[src/rtl/core/plc_pkg.sv]
`timescale 1ns / 1ps
// ----------------------------------------------------------------------------
// plc_pkg - photoperiod light controller shared definitions
// Payload types, register indexes, arithmetic constants, sequencer states
// and the request/response types of the serial divider.
// ----------------------------------------------------------------------------
package plc_pkg;

    // knob and pwm mapping end points
    localparam int KNOB_MIN = 0;
    localparam int KNOB_MAX = 100;
    localparam int PWM_MIN  = 0;
    localparam int PWM_MAX  = 255;

    localparam int BRIGHT_MAX = 100;

    // knob to brightness denominator, kept as sign and magnitude
    localparam int          KNOB_DEN     = KNOB_MAX - KNOB_MIN;
    localparam logic        KNOB_DEN_NEG = (KNOB_DEN < 0);
    localparam logic [15:0] KNOB_DEN_MAG = 16'((KNOB_DEN < 0) ? -KNOB_DEN : KNOB_DEN);

    // triangle slope numerator, kept as sign and magnitude
    localparam int          TRI_DEN     = 2 * PWM_MAX - PWM_MIN;
    localparam logic        TRI_DEN_NEG = (TRI_DEN < 0);
    localparam logic [16:0] TRI_DEN_MAG = 17'((TRI_DEN < 0) ? -TRI_DEN : TRI_DEN);

    // brightness 1..100 spans 99 steps
    localparam logic [15:0] BRIGHT_SPAN = 16'(BRIGHT_MAX - 1);

    localparam logic [31:0] MS_PER_HOUR   = 32'd3600000;
    localparam logic [15:0] ONE_SECOND_MS = 16'd1000;
    localparam logic [4:0]  HOURS_PER_DAY = 5'd24;

    // serial divider sizes, dividend width must be even
    localparam int DIV_W  = 34;
    localparam int DVSR_W = 16;

    // configuration port
    localparam int CFG_IDX_W  = 3;
    localparam int CFG_DATA_W = 16;

    localparam logic [CFG_IDX_W-1:0] CFG_FAULT_MODE    = 3'd0;
    localparam logic [CFG_IDX_W-1:0] CFG_TIMER_ENABLED = 3'd1;
    localparam logic [CFG_IDX_W-1:0] CFG_HOURS_ON      = 3'd2;
    localparam logic [CFG_IDX_W-1:0] CFG_MIN_SETPOINT  = 3'd3;
    localparam logic [CFG_IDX_W-1:0] CFG_MAX_SETPOINT  = 3'd4;
    localparam logic [CFG_IDX_W-1:0] CFG_HB_NORMAL_SEC = 3'd5;
    localparam logic [CFG_IDX_W-1:0] CFG_HB_FAULT_SEC  = 3'd6;
    localparam logic [CFG_IDX_W-1:0] CFG_BREATHE_MS    = 3'd7;

    typedef struct packed {
        logic [31:0] now_ms;
        logic [6:0]  knob_position;
    } t_in;

    typedef struct packed {
        logic [7:0]  pwm_level;
        logic        heartbeat_led;
        logic        light_on;
        logic [16:0] seconds_remaining;
        logic        forced_off;
    } t_out;

    typedef struct packed {
        logic              start;
        logic [DIV_W-1:0]  dividend;
        logic [DVSR_W-1:0] divisor;
    } t_div_req;

    typedef struct packed {
        logic              done;
        logic [DIV_W-1:0]  quo;
        logic [DVSR_W-1:0] rem;
    } t_div_rsp;

    typedef enum logic [3:0] {
        S_IDLE,
        S_HB_GO,
        S_HB_WAIT,
        S_TMR,
        S_REM_GO,
        S_REM_WAIT,
        S_MOD_GO,
        S_MOD_WAIT,
        S_TRI_GO,
        S_TRI_WAIT,
        S_BRT_GO,
        S_BRT_WAIT,
        S_PWM_MUL,
        S_PWM_GO,
        S_PWM_WAIT,
        S_OUT
    } t_state;

endpackage

[src/rtl/core/plc_div.sv]
`timescale 1ns / 1ps
// ----------------------------------------------------------------------------
// plc_div - serial restoring divider
// Unsigned dividend over divisor, two quotient bits per cycle shifted out of
// the dividend register; done pulses one cycle when quotient and remainder hold.
// ----------------------------------------------------------------------------
module plc_div (
    input  logic             i_clk,
    input  logic             i_rst_n,
    input  plc_pkg::t_div_req i_req,
    output plc_pkg::t_div_rsp o_rsp
);
    import plc_pkg::*;

    localparam int ITER  = DIV_W / 2;
    localparam int CNT_W = $clog2(ITER + 1);

    logic [DIV_W-1:0]  r_quo;
    logic [DVSR_W-1:0] r_rem;
    logic [DVSR_W-1:0] r_dvsr;
    logic [CNT_W-1:0]  r_cnt;
    logic              r_busy;
    logic              r_done;

    logic [DVSR_W:0]   t1, t2, d_ext, s1, s2;
    logic              ge1, ge2;
    logic [DVSR_W-1:0] r1, r2;

    // two dependent compare-subtract steps
    always_comb begin
        d_ext = {1'b0, r_dvsr};
        t1    = {r_rem, r_quo[DIV_W-1]};
        ge1   = (t1 >= d_ext);
        s1    = t1 - d_ext;
        r1    = ge1 ? s1[DVSR_W-1:0] : t1[DVSR_W-1:0];
        t2    = {r1, r_quo[DIV_W-2]};
        ge2   = (t2 >= d_ext);
        s2    = t2 - d_ext;
        r2    = ge2 ? s2[DVSR_W-1:0] : t2[DVSR_W-1:0];
    end

    always_ff @(posedge i_clk) begin
        if (!i_rst_n) begin
            r_busy <= 1'b0;
            r_done <= 1'b0;
            r_cnt  <= '0;
        end else begin
            r_done <= 1'b0;
            if (i_req.start) begin
                r_busy <= 1'b1;
                r_cnt  <= CNT_W'(ITER);
            end else if (r_busy) begin
                r_cnt <= r_cnt - 1'b1;
                if (r_cnt == CNT_W'(1)) begin
                    r_busy <= 1'b0;
                    r_done <= 1'b1;
                end
            end
        end
    end

    always_ff @(posedge i_clk) begin
        if (i_req.start) begin
            r_quo  <= i_req.dividend;
            r_rem  <= '0;
            r_dvsr <= i_req.divisor;
        end else if (r_busy) begin
            r_quo <= {r_quo[DIV_W-3:0], ge1, ge2};
            r_rem <= r2;
        end
    end

    assign o_rsp.done = r_done;
    assign o_rsp.quo  = r_quo;
    assign o_rsp.rem  = r_rem;

endmodule

[src/rtl/core/photoperiod_light_controller.sv]
`timescale 1ns / 1ps
// ----------------------------------------------------------------------------
// photoperiod_light_controller - timed grow light drive with heartbeat
// Takes a millisecond time stamp and a knob reading per transfer and returns
// one result: pwm level, heartbeat led, light state, phase time left and the
// forced-off flag.
// ----------------------------------------------------------------------------
// One item is worked at a time. Its results come from divisions run one
// after another through a single radix-4 serial divider, each launched
// from a GO state and collected in the WAIT state that follows it:
// the heartbeat seconds, the seconds left in the phase, and either the knob
// brightness followed, when lit and nonzero, by the pwm scaling (normal mode) or the
// triangle phase and slope (fault mode). The input side stalls from the
// transfer until the result is loaded into the output register; a result
// still waiting there does not hold off the next item, only the loading of
// its own result. Configuration is written through a plain write port and
// must only change while no item is in flight.
// ----------------------------------------------------------------------------
module photoperiod_light_controller (
    input  logic                               i_clk,
    input  logic                               i_rst_n,
    input  logic                               i_in_valid,
    output logic                               o_in_stall,
    input  plc_pkg::t_in                       i_in_data,
    output logic                               o_out_valid,
    input  logic                               i_out_stall,
    output plc_pkg::t_out                      o_out_data,
    input  logic                               i_cfg_we,
    input  logic [plc_pkg::CFG_IDX_W-1:0]      i_cfg_index,
    input  logic [plc_pkg::CFG_DATA_W-1:0]     i_cfg_data
);
    import plc_pkg::*;

    // signed constants for the final pwm arithmetic
    localparam logic signed [19:0] TRI_BASE = 20'(PWM_MIN);
    localparam logic signed [19:0] TRI_TOP  = 20'(PWM_MAX);
    localparam logic signed [19:0] TRI_FOLD = 20'(2 * PWM_MAX);
    localparam logic signed [19:0] TRI_SAT  = 20'sd255;
    localparam logic signed [9:0]  PWM_SAT  = 10'sd255;
    localparam logic [6:0]         BRT_TOP  = 7'(BRIGHT_MAX);

    // configuration registers
    logic        r_fault;
    logic        r_timer_en;
    logic [4:0]  r_hours;
    logic [7:0]  r_min_sp;
    logic [7:0]  r_max_sp;
    logic [15:0] r_hb_norm;
    logic [15:0] r_hb_fault;
    logic [15:0] r_breathe;

    // controller state kept across items
    logic        r_le;
    logic [31:0] r_phase;
    logic        r_kwz;
    logic        r_hb_lvl;
    logic [15:0] r_hb_last;

    // per item working registers
    logic [31:0] r_now;
    logic [6:0]  r_knob;
    logic [6:0]  r_bright;
    logic [7:0]  r_pwm;
    logic [16:0] r_rem;
    logic [DIV_W-1:0] r_mul;
    logic        r_neg;

    // output register
    logic        r_out_valid;
    t_out        r_out;

    t_state      r_state, n_state;

    t_div_req    div_req;
    t_div_rsp    div_rsp;

    logic        in_xfer;
    logic        out_load;
    logic        knob_zero;

    // phase lengths
    logic [4:0]  hours_c;
    logic [31:0] on_ms, off_ms;

    // day timer step
    logic        le1, flip;
    logic [31:0] ph1, el1, span1;

    // seconds left
    logic [31:0] span, el, rem_dvd;

    // heartbeat
    logic [15:0] hb_sec, hb_intv;
    logic [16:0] hb_due;
    logic        hb_toggle;

    // knob to brightness
    logic signed [11:0] knob_diff;
    logic        knob_neg;
    logic [10:0] knob_mag;
    logic [17:0] knob_num;
    logic [6:0]  bright_c;

    // brightness to pwm
    logic signed [8:0]  sp_diff;
    logic [8:0]  sp_neg_diff;
    logic [7:0]  sp_mag;
    logic [6:0]  bright_m1;
    logic [14:0] pwm_prod;
    logic signed [9:0]  pwm_q, pwm_v;
    logic [7:0]  pwm_c;

    // triangle
    logic [15:0] period;
    logic [32:0] tri_prod;
    logic signed [19:0] tri_q, tri_v, tri_f;
    logic [7:0]  tri_c;

    assign in_xfer    = i_in_valid && !o_in_stall;
    assign o_in_stall = (r_state != S_IDLE);
    assign knob_zero  = (r_knob == 7'd0);
    assign out_load   = (r_state == S_OUT) && (!r_out_valid || !i_out_stall);

    // hours above a day count as a whole day
    assign hours_c = (r_hours > HOURS_PER_DAY) ? HOURS_PER_DAY : r_hours;
    assign on_ms   = {27'd0, hours_c} * MS_PER_HOUR;
    assign off_ms  = {27'd0, 5'(HOURS_PER_DAY - hours_c)} * MS_PER_HOUR;

    // knob leaving zero restarts an on phase, then the phase may expire
    always_comb begin
        le1   = r_kwz ? 1'b1 : r_le;
        ph1   = r_kwz ? r_now : r_phase;
        el1   = r_now - ph1;
        span1 = le1 ? on_ms : off_ms;
        flip  = (el1 >= span1);
    end

    // time left in the phase, zero when forced off or expired
    always_comb begin
        span    = r_le ? on_ms : off_ms;
        el      = r_now - r_phase;
        rem_dvd = (!knob_zero && (span > el)) ? (span - el) : 32'd0;
    end

    // heartbeat, sum taken one bit wider so it never wraps
    always_comb begin
        hb_sec    = div_rsp.quo[15:0];
        hb_intv   = r_fault ? r_hb_fault : r_hb_norm;
        hb_due    = {1'b0, r_hb_last} + {1'b0, hb_intv};
        hb_toggle = ({1'b0, hb_sec} >= hb_due);
    end

    // knob offset as sign and magnitude, brightness clamps negatives to zero
    always_comb begin
        knob_diff = $signed({5'd0, r_knob}) - 12'(KNOB_MIN);
        knob_neg  = knob_diff[11];
        knob_mag  = knob_neg ? 11'(-knob_diff) : knob_diff[10:0];
        knob_num  = knob_mag * 7'd100;
        if (r_neg) begin
            bright_c = 7'd0;
        end else if (div_rsp.quo > DIV_W'(BRIGHT_MAX)) begin
            bright_c = BRT_TOP;
        end else begin
            bright_c = div_rsp.quo[6:0];
        end
    end

    // brightness 1..100 onto the setpoint span
    always_comb begin
        sp_diff     = $signed({1'b0, r_max_sp}) - $signed({1'b0, r_min_sp});
        sp_neg_diff = 9'(-sp_diff);
        sp_mag      = sp_diff[8] ? sp_neg_diff[7:0] : sp_diff[7:0];
        bright_m1   = r_bright - 7'd1;
        pwm_prod    = bright_m1 * sp_mag;
        pwm_q       = $signed({2'b00, div_rsp.quo[7:0]});
        pwm_v       = $signed({2'b00, r_min_sp}) + (r_neg ? -pwm_q : pwm_q);
        if (pwm_v < 10'sd0) begin
            pwm_c = 8'd0;
        end else if (pwm_v > PWM_SAT) begin
            pwm_c = 8'hFF;
        end else begin
            pwm_c = pwm_v[7:0];
        end
    end

    // triangle: rising to twice the top, then folded back down
    always_comb begin
        period   = (r_breathe == 16'd0) ? 16'd1 : r_breathe;
        tri_prod = div_rsp.rem * TRI_DEN_MAG;
        tri_q    = $signed({2'b00, div_rsp.quo[17:0]});
        tri_v    = TRI_BASE + (r_neg ? -tri_q : tri_q);
        tri_f    = (tri_v > TRI_TOP) ? (TRI_FOLD - tri_v) : tri_v;
        if (tri_f < 20'sd0) begin
            tri_c = 8'd0;
        end else if (tri_f > TRI_SAT) begin
            tri_c = 8'hFF;
        end else begin
            tri_c = tri_f[7:0];
        end
    end

    // sequencer next state and divider launch
    always_comb begin
        n_state          = r_state;
        div_req.start    = 1'b0;
        div_req.dividend = '0;
        div_req.divisor  = ONE_SECOND_MS;
        unique case (r_state)
            S_IDLE: begin
                if (in_xfer) n_state = S_HB_GO;
            end
            S_HB_GO: begin
                div_req.start    = 1'b1;
                div_req.dividend = DIV_W'(r_now);
                n_state          = S_HB_WAIT;
            end
            S_HB_WAIT: begin
                if (div_rsp.done) n_state = S_TMR;
            end
            S_TMR: begin
                n_state = S_REM_GO;
            end
            S_REM_GO: begin
                div_req.start    = 1'b1;
                div_req.dividend = DIV_W'(rem_dvd);
                n_state          = S_REM_WAIT;
            end
            S_REM_WAIT: begin
                if (div_rsp.done) begin
                    if (r_fault) begin
                        n_state = S_MOD_GO;
                    end else if (KNOB_DEN_MAG == 16'd0) begin
                        n_state = S_OUT;
                    end else begin
                        n_state = S_BRT_GO;
                    end
                end
            end
            S_MOD_GO: begin
                div_req.start    = 1'b1;
                div_req.dividend = DIV_W'(r_now);
                div_req.divisor  = period;
                n_state          = S_MOD_WAIT;
            end
            S_MOD_WAIT: begin
                if (div_rsp.done) n_state = S_TRI_GO;
            end
            S_TRI_GO: begin
                div_req.start    = 1'b1;
                div_req.dividend = r_mul;
                div_req.divisor  = period;
                n_state          = S_TRI_WAIT;
            end
            S_TRI_WAIT: begin
                if (div_rsp.done) n_state = S_OUT;
            end
            S_BRT_GO: begin
                div_req.start    = 1'b1;
                div_req.dividend = DIV_W'(knob_num);
                div_req.divisor  = KNOB_DEN_MAG;
                n_state          = S_BRT_WAIT;
            end
            S_BRT_WAIT: begin
                if (div_rsp.done) begin
                    n_state = (r_le && (bright_c != 7'd0)) ? S_PWM_MUL : S_OUT;
                end
            end
            S_PWM_MUL: begin
                n_state = S_PWM_GO;
            end
            S_PWM_GO: begin
                div_req.start    = 1'b1;
                div_req.dividend = r_mul;
                div_req.divisor  = BRIGHT_SPAN;
                n_state          = S_PWM_WAIT;
            end
            S_PWM_WAIT: begin
                if (div_rsp.done) n_state = S_OUT;
            end
            S_OUT: begin
                if (out_load) n_state = S_IDLE;
            end
            default: n_state = S_IDLE;
        endcase
    end

    always_ff @(posedge i_clk) begin
        if (!i_rst_n) begin
            r_state <= S_IDLE;
        end else begin
            r_state <= n_state;
        end
    end

    // configuration writes, every index of the port selects one register
    always_ff @(posedge i_clk) begin
        if (!i_rst_n) begin
            r_fault    <= 1'b0;
            r_timer_en <= 1'b1;
            r_hours    <= 5'd12;
            r_min_sp   <= 8'd0;
            r_max_sp   <= 8'd255;
            r_hb_norm  <= 16'd1;
            r_hb_fault <= 16'd1;
            r_breathe  <= 16'd2000;
        end else if (i_cfg_we) begin
            unique case (i_cfg_index)
                CFG_FAULT_MODE:    r_fault    <= i_cfg_data[0];
                CFG_TIMER_ENABLED: r_timer_en <= i_cfg_data[0];
                CFG_HOURS_ON:      r_hours    <= i_cfg_data[4:0];
                CFG_MIN_SETPOINT:  r_min_sp   <= i_cfg_data[7:0];
                CFG_MAX_SETPOINT:  r_max_sp   <= i_cfg_data[7:0];
                CFG_HB_NORMAL_SEC: r_hb_norm  <= i_cfg_data;
                CFG_HB_FAULT_SEC:  r_hb_fault <= i_cfg_data;
                CFG_BREATHE_MS:    r_breathe  <= i_cfg_data;
                default: ;
            endcase
        end
    end

    // state kept across items
    always_ff @(posedge i_clk) begin
        if (!i_rst_n) begin
            r_le      <= 1'b1;
            r_phase   <= 32'd0;
            r_kwz     <= 1'b0;
            r_hb_lvl  <= 1'b0;
            r_hb_last <= 16'd0;
        end else begin
            if ((r_state == S_HB_WAIT) && div_rsp.done && hb_toggle) begin
                r_hb_lvl  <= !r_hb_lvl;
                r_hb_last <= hb_sec;
            end
            // day timer runs only in normal mode with the timer on
            if ((r_state == S_TMR) && !r_fault && r_timer_en) begin
                r_kwz <= knob_zero;
                if (knob_zero) begin
                    r_le    <= 1'b0;
                    r_phase <= r_now;
                end else if (flip) begin
                    r_le    <= !le1;
                    r_phase <= r_now;
                end else begin
                    r_le    <= le1;
                    r_phase <= ph1;
                end
            end
        end
    end

    // per item datapath
    always_ff @(posedge i_clk) begin
        unique case (r_state)
            S_IDLE: begin
                r_now  <= i_in_data.now_ms;
                r_knob <= i_in_data.knob_position;
                r_pwm  <= 8'd0;
            end
            S_REM_WAIT: begin
                if (div_rsp.done) r_rem <= div_rsp.quo[16:0];
            end
            S_MOD_WAIT: begin
                // phase within the period times the slope, registered
                r_mul <= DIV_W'(tri_prod);
                r_neg <= TRI_DEN_NEG;
            end
            S_TRI_WAIT: begin
                if (div_rsp.done) r_pwm <= tri_c;
            end
            S_BRT_GO: begin
                r_neg <= knob_neg ^ KNOB_DEN_NEG;
            end
            S_BRT_WAIT: begin
                r_bright <= bright_c;
            end
            S_PWM_MUL: begin
                r_mul <= DIV_W'(pwm_prod);
                r_neg <= sp_diff[8];
            end
            S_PWM_WAIT: begin
                if (div_rsp.done) r_pwm <= pwm_c;
            end
            default: ;
        endcase
    end

    // output register, refilled once the waiting result is transferred
    always_ff @(posedge i_clk) begin
        if (!i_rst_n) begin
            r_out_valid <= 1'b0;
        end else if (out_load) begin
            r_out_valid <= 1'b1;
        end else if (!i_out_stall) begin
            r_out_valid <= 1'b0;
        end
    end

    always_ff @(posedge i_clk) begin
        if (out_load) begin
            r_out.pwm_level         <= r_pwm;
            r_out.heartbeat_led     <= r_hb_lvl;
            r_out.light_on          <= r_le;
            r_out.seconds_remaining <= r_rem;
            r_out.forced_off        <= knob_zero;
        end
    end

    assign o_out_valid = r_out_valid;
    assign o_out_data  = r_out;

    plc_div u_div (
        .i_clk   (i_clk),
        .i_rst_n (i_rst_n),
        .i_req   (div_req),
        .o_rsp   (div_rsp)
    );

    // divider only finishes while the sequencer waits on it
    a_done_in_wait: assert property (@(posedge i_clk) disable iff (!i_rst_n)
        div_rsp.done |-> (r_state == S_HB_WAIT || r_state == S_REM_WAIT ||
                          r_state == S_MOD_WAIT || r_state == S_TRI_WAIT ||
                          r_state == S_BRT_WAIT || r_state == S_PWM_WAIT))
        else $error("divider done outside a wait state");

    // an input transfer always starts the heartbeat division
    a_xfer_starts: assert property (@(posedge i_clk) disable iff (!i_rst_n)
        in_xfer |=> (r_state == S_HB_GO))
        else $error("input transfer did not start the sequence");

    // a forced-off result reports no time left
    a_forced_zero: assert property (@(posedge i_clk) disable iff (!i_rst_n)
        (o_out_valid && o_out_data.forced_off) |-> (o_out_data.seconds_remaining == 17'd0))
        else $error("forced-off result with time remaining");

endmodule
[config.mk]
export PLATFORM = sky130hd
export DESIGN_NAME = photoperiod_light_controller
export DESIGN_NICKNAME = d
export VERILOG_FILES = /design/src/rtl/core/plc_pkg.sv /design/src/rtl/core/plc_div.sv /design/src/rtl/core/photoperiod_light_controller.sv
export SDC_FILE = /design/constraint.sdc
export NUM_CORES = 1
export LEC_CHECK = 0
export BUFFER_PORTS_ARGS = -buffer_cell sky130_fd_sc_hd__buf_4
export CAP_MARGIN = 10
export CELL_PAD_IN_SITES_DETAIL_PLACEMENT = 1
export CELL_PAD_IN_SITES_GLOBAL_PLACEMENT = 2
export CORE_UTILIZATION = 42
export CTS_BUF_LIST = sky130_fd_sc_hd__clkbuf_2
export CTS_CLUSTER_SIZE = 14
export DETAILED_ROUTE_END_ITERATION = 6
export PLACE_DENSITY = 0.84
export SYNTH_ARGS = -nofsm -noshare
export SYNTH_HDL_FRONTEND = slang
export SYNTH_SLANG_ARGS = --single-unit
[constraint.sdc]
create_clock -name i_clk -period 10 [get_ports i_clk]
set_input_delay 1 -clock i_clk [delete_from_list [all_inputs] [get_ports i_clk]]
set_output_delay 1 -clock i_clk [all_outputs]
set_load 0.02 [all_outputs]
Word level (Yosys, flattened, before mapping)
Cells that the tools add are included.
- input bits: 63
- bits in registers: 334
- output and inout bits: 30
- word-level logic and storage cells: 196
- muxes and demuxes: 51
- $add $sub $neg: 15
- reduce and logical (&&, ||, !) cells: 44
- multiply operators: 5
- equality and inequality tests: 33
- magnitude comparators: 12
- bitwise gates (word level): 2
- operators with widths (cell ; count):
    one-hot mux 35 bit (4 select lines) ; 1
    2-to-1 mux 32 bit ; 4
    2-to-1 mux 34 bit ; 2
    one-hot mux 34 bit (2 select lines) ; 1
    2-to-1 mux 16 bit ; 4
    subtractor 32 bit ; 2
    one-hot mux 4 bit (15 select lines) ; 1
    2-to-1 mux 8 bit ; 7
    2-to-1 mux 27 bit ; 2
    one-hot mux 16 bit (3 select lines) ; 1
    greater-than comparator 20 x 9 -> 1 bit (second input constant) ; 2
    multiplier 5 x 15 -> 20 bit (second input constant) ; 2
    2-to-1 mux 20 bit ; 2
    greater-or-equal comparator 17 x 16 -> 1 bit ; 2
    greater-than comparator 34 x 7 -> 1 bit (second input constant) ; 1
    == test 4 bit (second input constant) ; 8
    greater-or-equal comparator 32 x 27 -> 1 bit ; 1
    greater-than comparator 27 x 32 -> 1 bit ; 1
    2-to-1 mux 4 bit ; 8
    subtractor 16 bit ; 2
    subtractor 27 x 32 -> 32 bit ; 1
    multiplier 16 x 8 -> 24 bit (second input constant) ; 1
    one-hot mux 8 bit (3 select lines) ; 1
    less-than comparator 20 x 1 -> 1 bit (second input constant) ; 1
    48 further kinds ; 104

Longest topological paths before layout
Gate-level depths: netlist of run 1.
- depth in word-level cells: 10
- depth in mapped cells: 36
- depth with buffers taken out: 35

By module
Synthesis of run 1 repeated with hierarchy kept, for this count alone.
- cell total of the unflattened synthesis: 3435
- area, all modules: 30802.0 um^2
- modules (own cells, without submodules) (module ; cells each ; instances ; sequential area each (um^2) ; area an instance (um^2)):
    photoperiod_light_controller ; 2992 ; 1 ; 6296.0 ; 26080.0
    plc_div ; 443 ; 1 ; 1961.9 ; 4722.0

Worst setup path after synthesis of run 1
No wires, ideal clock.
- path kind: register -> register
- start: register r_hours[4]
- end: register u_div.r_quo[19] (data pin)
- path slack: 2692 ps
- arrival time: 7178 ps
- cell stages (with the launch flop): 35
- required time: 9870 ps
- period minus slack after synthesis: 7308 ps
- library setup time: 130 ps
- buffers on the path: 0
- path through: dfxtp_1 > ha_1 > inv_1 > nand2_1 > ha_1 > a21oi_1 > xnor2_1 > inv_1 > fa_1 > fa_1 > inv_1 > fa_1 > ha_1 > a21oi_1 > inv_1 > or3_1 > o211ai_1 > a21oi_1 > o211ai_1 > nand2_1 > a21oi_1 > o21ai_0 > xor2_1 > mux2_2 > ha_1 > o2111ai_1 > a21oi_1 > nand2_1 > or3_1 > nor3_1 > nand2_1 > a41oi_1 > nand4_4 > a2111oi_2 > a211o_1
- cells in the longest elaborated chain, start to end: 10
- elaborated cells on any way between the ends: 12
- classes of those cells: 2 x add/sub; 2 x mul; 2 x order compare; 5 x mux; 1 x reduce/logical
- RTL lines (what ; RTL line ; text):
    from (decl) ; photoperiod_light_controller.sv:45 ; logic [4:0] r_hours;
    from (signal assigned) ; photoperiod_light_controller.sv:310 ; CFG_HOURS_ON: r_hours <= i_cfg_data[4:0];
    greater-than comparator 5 bit ; photoperiod_light_controller.sv:125 ; assign hours_c = (r_hours > HOURS_PER_DAY) ? HOURS_PER_DAY : r_hours;
    2-to-1 mux 5 bit * ; photoperiod_light_controller.sv:125 ;
    subtractor 5 bit ; photoperiod_light_controller.sv:127 ; assign off_ms = {27'd0, 5'(HOURS_PER_DAY - hours_c)} * MS_PER_HOUR;
    multiplier 5 x 15 -> 20 bit ; photoperiod_light_controller.sv:127 ;
    2-to-1 mux 27 bit * ; photoperiod_light_controller.sv:140 ; span = r_le ? on_ms : off_ms;
    greater-than comparator 27 x 32 -> 1 bit ; photoperiod_light_controller.sv:142 ; rem_dvd = (!knob_zero && (span > el)) ? (span - el) : 32'd0;
    logical AND 1 bit ; photoperiod_light_controller.sv:142 ;
    2-to-1 mux 32 bit * ; photoperiod_light_controller.sv:142 ;
    one-hot mux 35 bit (4 select lines) * ; photoperiod_light_controller.sv:208 ; unique case (r_state)
    2-to-1 mux 34 bit * ; plc_div.sv:63 ; if (i_req.start) begin
    to (signal assigned) ; plc_div.sv:64 ; r_quo <= i_req.dividend;
    to (signal assigned) ; plc_div.sv:68 ; r_quo <= {r_quo[DIV_W-3:0], ge1, ge2};
    to (decl) ; plc_div.sv:18 ; logic [DIV_W-1:0] r_quo;
Every way passes the cells marked *; elsewhere a longest branch is shown, timed or not.
A chain may end at the register's enable or synchronous reset.

Final worst setup path of run 1
Same ends and word-level chain as after synthesis.

==> run_results.csv, run 1 <==
group,metric,value,unit
yosys,avgSynthCellArea,9.01,sq um
timing,period_share,0.878,
final_layout,drive_above_1_share,0.0941,
run,cap_violations,0,
floorplan,initial_core_util,0.426,
worst_setup_path,cp_data_required_time,11030,ps
timing,slew_violations,0,
final_layout,area_delta_synth_final,10.7,%
grt,grt_first_pass_wirelength,151,mm
floorplan,die_h,269,microns
yosys,synth_edf_count,175,
clocking,cts_tree,"yes",
final_layout,nets,4053,
worst_setup_path,crit_start,"r_hours[4]$_SDFFE_PN0P_",
clocking,cts-root-buf,"clkbuf_2",
hold_path,hp-class,"in2reg",
hold_path,min_to,"r_min_sp[0]$_SDFFE_PN0P_",
worst_setup_path,crit_type,"reg2reg",
worst_setup_path,path_max_fanout,27,
timing,skew,119,ps
worst_setup_path,r2r_end,"u_div.r_quo[19]$_DFFE_PP_",
routing,route.detailed.drc,0,
yosys,syn_area,30000,sq um
worst_setup_path,reg2reg_from,"r_hours[4]$_SDFFE_PN0P_",
final_layout,final_common_cell,"nand2_1",
hold_path,hold_depth,3,
routing,post_drt_wl_per_cell,21.2,microns
floorplan,chipWidth,269,microns
timing,rsz0062_at_grt,"no",
placement,io_buffers,92,
floorplan,die-area,72500,sq um
routing,via_count,25383,
final_layout,design_area,33200,sq um
timing,setup_viol,0,
timing,relSlewSlack,0.210,
routing,drt-total-wl,95.9,mm
clocking,cts_made_buffers,92,
routing,postRouteAntennaNets,0,
clocking,clkLatencyLatePin,1250,ps
clocking,h-tree-depth,3,
worst_setup_path,arrival,9810,ps
placement,hpwl,75.7,mm
timing,worst_pin_slew,1190,ps
placement,post-place-cells,4287,
grt,antenna_found_initial,3,
worst_setup_path,endpoint_kind,"flop",
yosys,ys_seq_area_frac,0.275,
timing,finalHoldViolations,0,
routing,first_pass_iters,5,
routing,drtIter0Drc,1399,
placement,dpl_cell_area,31700,sq um
worst_setup_path,critPathSlowestCell,"fa_1",
floorplan,row_count,97,
grt,overflow,0,
yosys,synth_ff_type,"edfxtp_1",
grt,grt_usage,0.263,
worst_setup_path,reg2reg_depth,32,
yosys,syn-num-nets,3889,
final_layout,layout.cells.non_filler,4518,
clocking,cts_buffer_depth,3,
timing,setup_tns,0,ps
yosys,synthCells,3331,
yosys,ys_async_sr_fraction,0,
outcome,status,"complete, no violations",
grt,grt_pass1_vias,27059,
yosys,yosys_warnings,0,
final_layout,layout_common_cells,"372 x nand2_1, 362 x ha_1, 324 x inv_1",
yosys,ys_ff_latch,325,
timing,clock.fmax,114,MHz
worst_setup_path,slowest_delay,540,ps
hold_path,hp-start,"i_cfg_data[0]",
routing,vias_per_cell,5.62,
clocking,cts_sinks,325,
worst_setup_path,regToRegSetupSlack,1220,ps
placement,place_congestion,0.895,
timing,fin_crit,8780,ps
clocking,path_clk_slew,110,ps
grt,grt_max_degree,97,
worst_setup_path,worstSetupStartpointType,"flop",
floorplan,io_pins,93,
yosys,synth_cell_types,88,
floorplan,core_area,70400,sq um
==> Yosys cell counts (10+ instances only) <==
| cell type | number | area share |
|---|---|---|
| nand4_1 | 29 | 0.0060 |
| a21boi_0 | 62 | 0.016 |
| or2_2 | 10 | 0.0021 |
| dfxtp_1 | 150 | 0.10 |
| nor3b_1 | 15 | 0.0038 |
| nor2_1 | 182 | 0.023 |
| o21ai_1 | 17 | 0.0028 |
| xor2_1 | 98 | 0.029 |
| a221oi_1 | 16 | 0.0047 |
| o21bai_1 | 26 | 0.0065 |
| xnor2_1 | 118 | 0.034 |
| and3_1 | 12 | 0.0025 |
| nor4_1 | 14 | 0.0029 |
| nand2_1 | 372 | 0.047 |
| mux2i_1 | 105 | 0.035 |
| edfxtp_1 | 175 | 0.18 |
| nand3_1 | 48 | 0.0080 |
| a211oi_1 | 19 | 0.0048 |
| nor3_1 | 58 | 0.0097 |
| ha_1 | 362 | 0.15 |
| fa_1 | 133 | 0.089 |
| o21ai_0 | 161 | 0.027 |
| nor2b_1 | 73 | 0.015 |
| a21o_1 | 84 | 0.021 |
| a21oi_1 | 217 | 0.036 |
| nand2b_1 | 44 | 0.0092 |
| inv_1 | 325 | 0.041 |
| a31oi_1 | 16 | 0.0033 |
| mux2_2 | 33 | 0.012 |
| clkbuf_1 | 88 | 0.011 |
| o21a_1 | 41 | 0.010 |
| o31ai_1 | 11 | 0.0028 |
| and2_1 | 34 | 0.0071 |
| o211ai_1 | 14 | 0.0035 |
| or3_1 | 16 | 0.0033 |
==> timing repair <==
action                                 in CTS  in global routing
endpoints found under the hold margin      62                  0
resized for setup                           0                  0
buffers inserted                            0                  0
hold buffers                               53                  0
==> worst max-delay path by stage <==
stage                     cells after the start                        end
final                                        32  u_div.r_quo[19]$_DFFE_PP_
after global routing                         34  u_div.r_quo[19]$_DFFE_PP_
after CTS                                    32  u_div.r_quo[19]$_DFFE_PP_
after detailed placement                     32  u_div.r_quo[19]$_DFFE_PP_
after global placement                       32  u_div.r_quo[19]$_DFFE_PP_
after floorplan                              34  u_div.r_quo[19]$_DFFE_PP_
==> metrics by stage <==
step                      hold WS, ps  setup slack [ps]   util
after floorplan                   400              2690      -
after global placement            402              1570  0.451
after detailed placement          408              1340  0.451
after CTS                        5.01              1230  0.472
after global routing             21.5               514  0.472
final                             119              1220  0.472
==> worst max-delay path: cells and delay by family, from the launching register on <==
kind / cells / cell delay, ps
flip-flops: 1 / 470
adder cells (fa/ha/maj): 7 / 2770
multiplexers: 1 / 300
AND/OR/NAND/NOR: 7 / 1620
XOR/XNOR: 2 / 430
buffers and inverters: 3 / 320
AO/OA/AOI/OAI: 12 / 2690
==> metal layers <==
layer / vias to the layer above / track usage / share of wire
li1: 12095 / - / -
met1: 12606 / 0.345 / 0.45
met2: 537 / 0.446 / 0.48
met3: 145 / 0.0400 / 0.048
met4: 0 / 0.0773 / 0.025
met5: - / 0 / 0
==> cells by family (layout without fill, tap and decap cells) <==
| kind of cell | Yosys count | after routing | synth area share |
|---|---|---|---|
| DFF | 325 | 325 | 0.275 |
| muxes | 140 | 140 | 0.0483 |
| and+or+nand+nor | 932 | 932 | 0.147 |
| adders and majority gates | 495 | 495 | 0.240 |
| buffers and inverters | 428 | 667 | 0.0541 |
| other | 0 | 8 | 0 |
| AOI/OAI and AO/OA | 795 | 795 | 0.173 |
| xor gates and xnor gates | 216 | 216 | 0.0631 |
==> layout make-up <==
class / count / area (sq um)
Fill cell: 8273 / 37200
Multi-Input combinational cell: 2578 / 20200
Sequential cell: 325 / 8260
Timing Repair Buffer: 173 / 1430
Inverter: 325 / 1220
Tap cell: 940 / 1180
Clock buffer: 127 / 636
Clock inverter: 42 / 302
Antenna cell: 8 / 20.0
==> state kept, by name, indices dropped and copies added, names as in the netlist, 17 cells and up <==
register     flops
u_div.r_quo     34
r_now           32
o_out_data      28
r_phase         32
r_mul           25
r_rem           17
Power of run 1 is left out: the tool's default activity adds up to more than one toggle a clock period on the data nets, which glitch-free logic cannot reach.
==> run 2: changes to the inputs <==
--- a/config.mk
+++ b/config.mk
@@ -6,14 +6,14 @@
 export NUM_CORES = 1
 export LEC_CHECK = 0
 export BUFFER_PORTS_ARGS = -buffer_cell sky130_fd_sc_hd__buf_4
-export CAP_MARGIN = 10
+export CAP_MARGIN = 20
 export CELL_PAD_IN_SITES_DETAIL_PLACEMENT = 1
-export CELL_PAD_IN_SITES_GLOBAL_PLACEMENT = 2
-export CORE_UTILIZATION = 42
+export CELL_PAD_IN_SITES_GLOBAL_PLACEMENT = 1
+export CORE_UTILIZATION = 50
 export CTS_BUF_LIST = sky130_fd_sc_hd__clkbuf_2
 export CTS_CLUSTER_SIZE = 14
 export DETAILED_ROUTE_END_ITERATION = 6
-export PLACE_DENSITY = 0.84
+export PLACE_DENSITY = 0.82
 export SYNTH_ARGS = -nofsm -noshare
 export SYNTH_HDL_FRONTEND = slang
 export SYNTH_SLANG_ARGS = --single-unit
==> run 2 against run 1 <==
Net effect: the run now ends with DRC left; final cell count down 4.0%; routed wire length down 1.1%; die area is 16% lower; critical path depth up 2; clock skew up 9.6 ps; cell area is 0.96% lower; sequential share of layout area up 0.24 points; largest cell class unchanged; highest routed layer unchanged.
==> run_results.csv, run 2 (synthesis gave the netlist of run 1 again) <==
group,metric,value,unit
placement,dpl_cell_area,31500,sq um
clocking,clkLatencyLatePin,1150,ps
timing,finalHoldViolations,0,
final_layout,design_area,32900,sq um
worst_setup_path,crit_family,"compound AO/OA/AOI/OAI gates",
worst_setup_path,critPathSlowestCell,"nand2_1",
worst_setup_path,slowest_delay,520,ps
worst_setup_path,r2r_end,"u_div.r_quo[19]$_DFFE_PP_",
floorplan,die-area,61000,sq um
routing,via_count,25886,
worst_setup_path,reg2reg_depth,34,
clocking,cts-root-buf,"clkbuf_2",
routing,route.detailed.drc,16,
final_layout,nets,4047,
placement,place_congestion,0.926,
worst_setup_path,path_max_fanout,27,
grt,antenna_found_initial,1,
timing,worst_pin_slew,1000,ps
final_layout,regMostFlops,"u_div.r_quo",
worst_setup_path,arrival,9830,ps
routing,drt-total-wl,94.8,mm
final_layout,largest_register_ffs,34,
worst_setup_path,worst-path-buf-inv,4,
timing,skew,129,ps
clocking,cts_tree,"yes",
outcome,status,"finished with violations",
floorplan,core_area,59100,sq um
hold_path,min_to,"r_hb_norm[12]$_SDFFE_PN0P_",
timing,setup_tns,0,ps
timing,relSlewSlack,0.333,
run,cap_violations,0,
worst_setup_path,crit_type,"reg2reg",
timing,fin_crit,8860,ps
timing,rsz0062_at_grt,"no",
clocking,h-tree-depth,3,
clocking,path_clk_slew,100,ps
timing,setup_viol,0,
final_layout,final_common_cell,"nand2_1",
placement,io_buffers,92,
hold_path,hp-class,"in2reg",
floorplan,initial_core_util,0.507,
hold_path,hp-start,"i_cfg_data[12]",
clocking,cts_sinks,325,
clocking,post_cts_resized,0,
final_layout,fin_util,0.556,
floorplan,die_h,247,microns
worst_setup_path,endpoint_kind,"flop",
final_layout,layout_common_cells,"372 x nand2_1, 362 x ha_1, 324 x inv_1",
routing,first_pass_iters,7,
timing,worst_hold_slack,129,ps
worst_setup_path,crit_top_cell,"a21oi_1",
timing,clock.fmax,113,MHz
worst_setup_path,reg2reg_from,"r_hours[4]$_SDFFE_PN0P_",
floorplan,chipWidth,247,microns
hold_path,hold_depth,3,
outcome,violations,"DRC",
grt,grt_first_pass_wirelength,148,mm
routing,vias_per_cell,5.97,
worst_setup_path,cp_data_required_time,10970,ps
grt,grt_usage,0.311,
routing,drtIter0Drc,1508,
clocking,cts_setup_buffers,0,
clocking,cts_made_buffers,91,
grt,grt_max_degree,72,
final_layout,top_regs,"u_div.r_quo: 34 flops, r_now: 32 flops, r_phase: 32 flops",
final_layout,drive_above_1_share,0.0952,
placement,hpwl,74.7,mm
grt,overflow,0,
clocking,cts_buffer_depth,3,
final_layout,area_delta_synth_final,9.68,%
worst_setup_path,worstSetupStartpointType,"flop",
timing,period_share,0.886,
grt,grt_pass1_vias,27288,
floorplan,io_pins,93,
routing,post_drt_wl_per_cell,21.9,microns
floorplan,row_count,89,
routing,postRouteAntennaNets,0,
worst_setup_path,regToRegSetupSlack,1140,ps
timing,slew_violations,0,
## run 2: changes by cell type in the layout (fill, tap and decap cells not counted), sizes merged
cell	change
buf	+2
clkinv	+2
diode	-7
clkbuf	-2
bufinv	-2
dlygate4sd3	-8
## run 2: worst max path at each step
stage	depth (start not counted)	startpoint	end	slack (ps)
floorplan	34	r_hours[4]$_SDFFE_PN0P_	u_div.r_quo[19]$_DFFE_PP_	2690
global placement	34	r_hours[4]$_SDFFE_PN0P_	u_div.r_quo[19]$_DFFE_PP_	1540
detailed placement	34	r_hours[4]$_SDFFE_PN0P_	u_div.r_quo[19]$_DFFE_PP_	1160
CTS	34	r_hours[4]$_SDFFE_PN0P_	u_div.r_quo[10]$_DFFE_PP_	1050
global route	34	r_hours[4]$_SDFFE_PN0P_	u_div.r_quo[10]$_DFFE_PP_	420
finish	34	r_hours[4]$_SDFFE_PN0P_	u_div.r_quo[19]$_DFFE_PP_	1140
## run 2: layer usage
layer | routed length, microns | GRT usage | up-vias
met2 | 45600 | 0.523 | 649
met3 | 4610 | 0.0448 | 174
li1 | - | - | 12068
met4 | 3020 | 0.111 | 0
met5 | 0 | 0 | -
met1 | 41600 | 0.407 | 12995
## run 2: worst min-delay path: stages
cell and delay (ps):
buf_4 130, nand2_1 50, a21boi_0 60
## run 2: metrics by stage
step | worst slack (ps) | instances
after floorplan | 2690 | 3331
after global placement | 1540 | 4120
after detailed placement | 1160 | 4120
after CTS | 1050 | 4331
after global routing | 418 | 4336
final | 1140 | 4336
## run 2: final cells by class
type / count / area [sq um]
Multi-Input combinational cell: 2578 / 20200
Sequential cell: 325 / 8260
Tap cell: 773 / 967
Fill cell: 6935 / 26200
Clock buffer: 124 / 621
Clock inverter: 42 / 263
Inverter: 325 / 1220
Timing Repair Buffer: 168 / 1390
Antenna cell: 1 / 2.50
## run 2: timing repair
item	in CTS	in global routing
setup endpoints to repair	0	0
hold endpoints to repair	48	0
hold buffers	45	0
Power of run 2 is left out for the same reason.
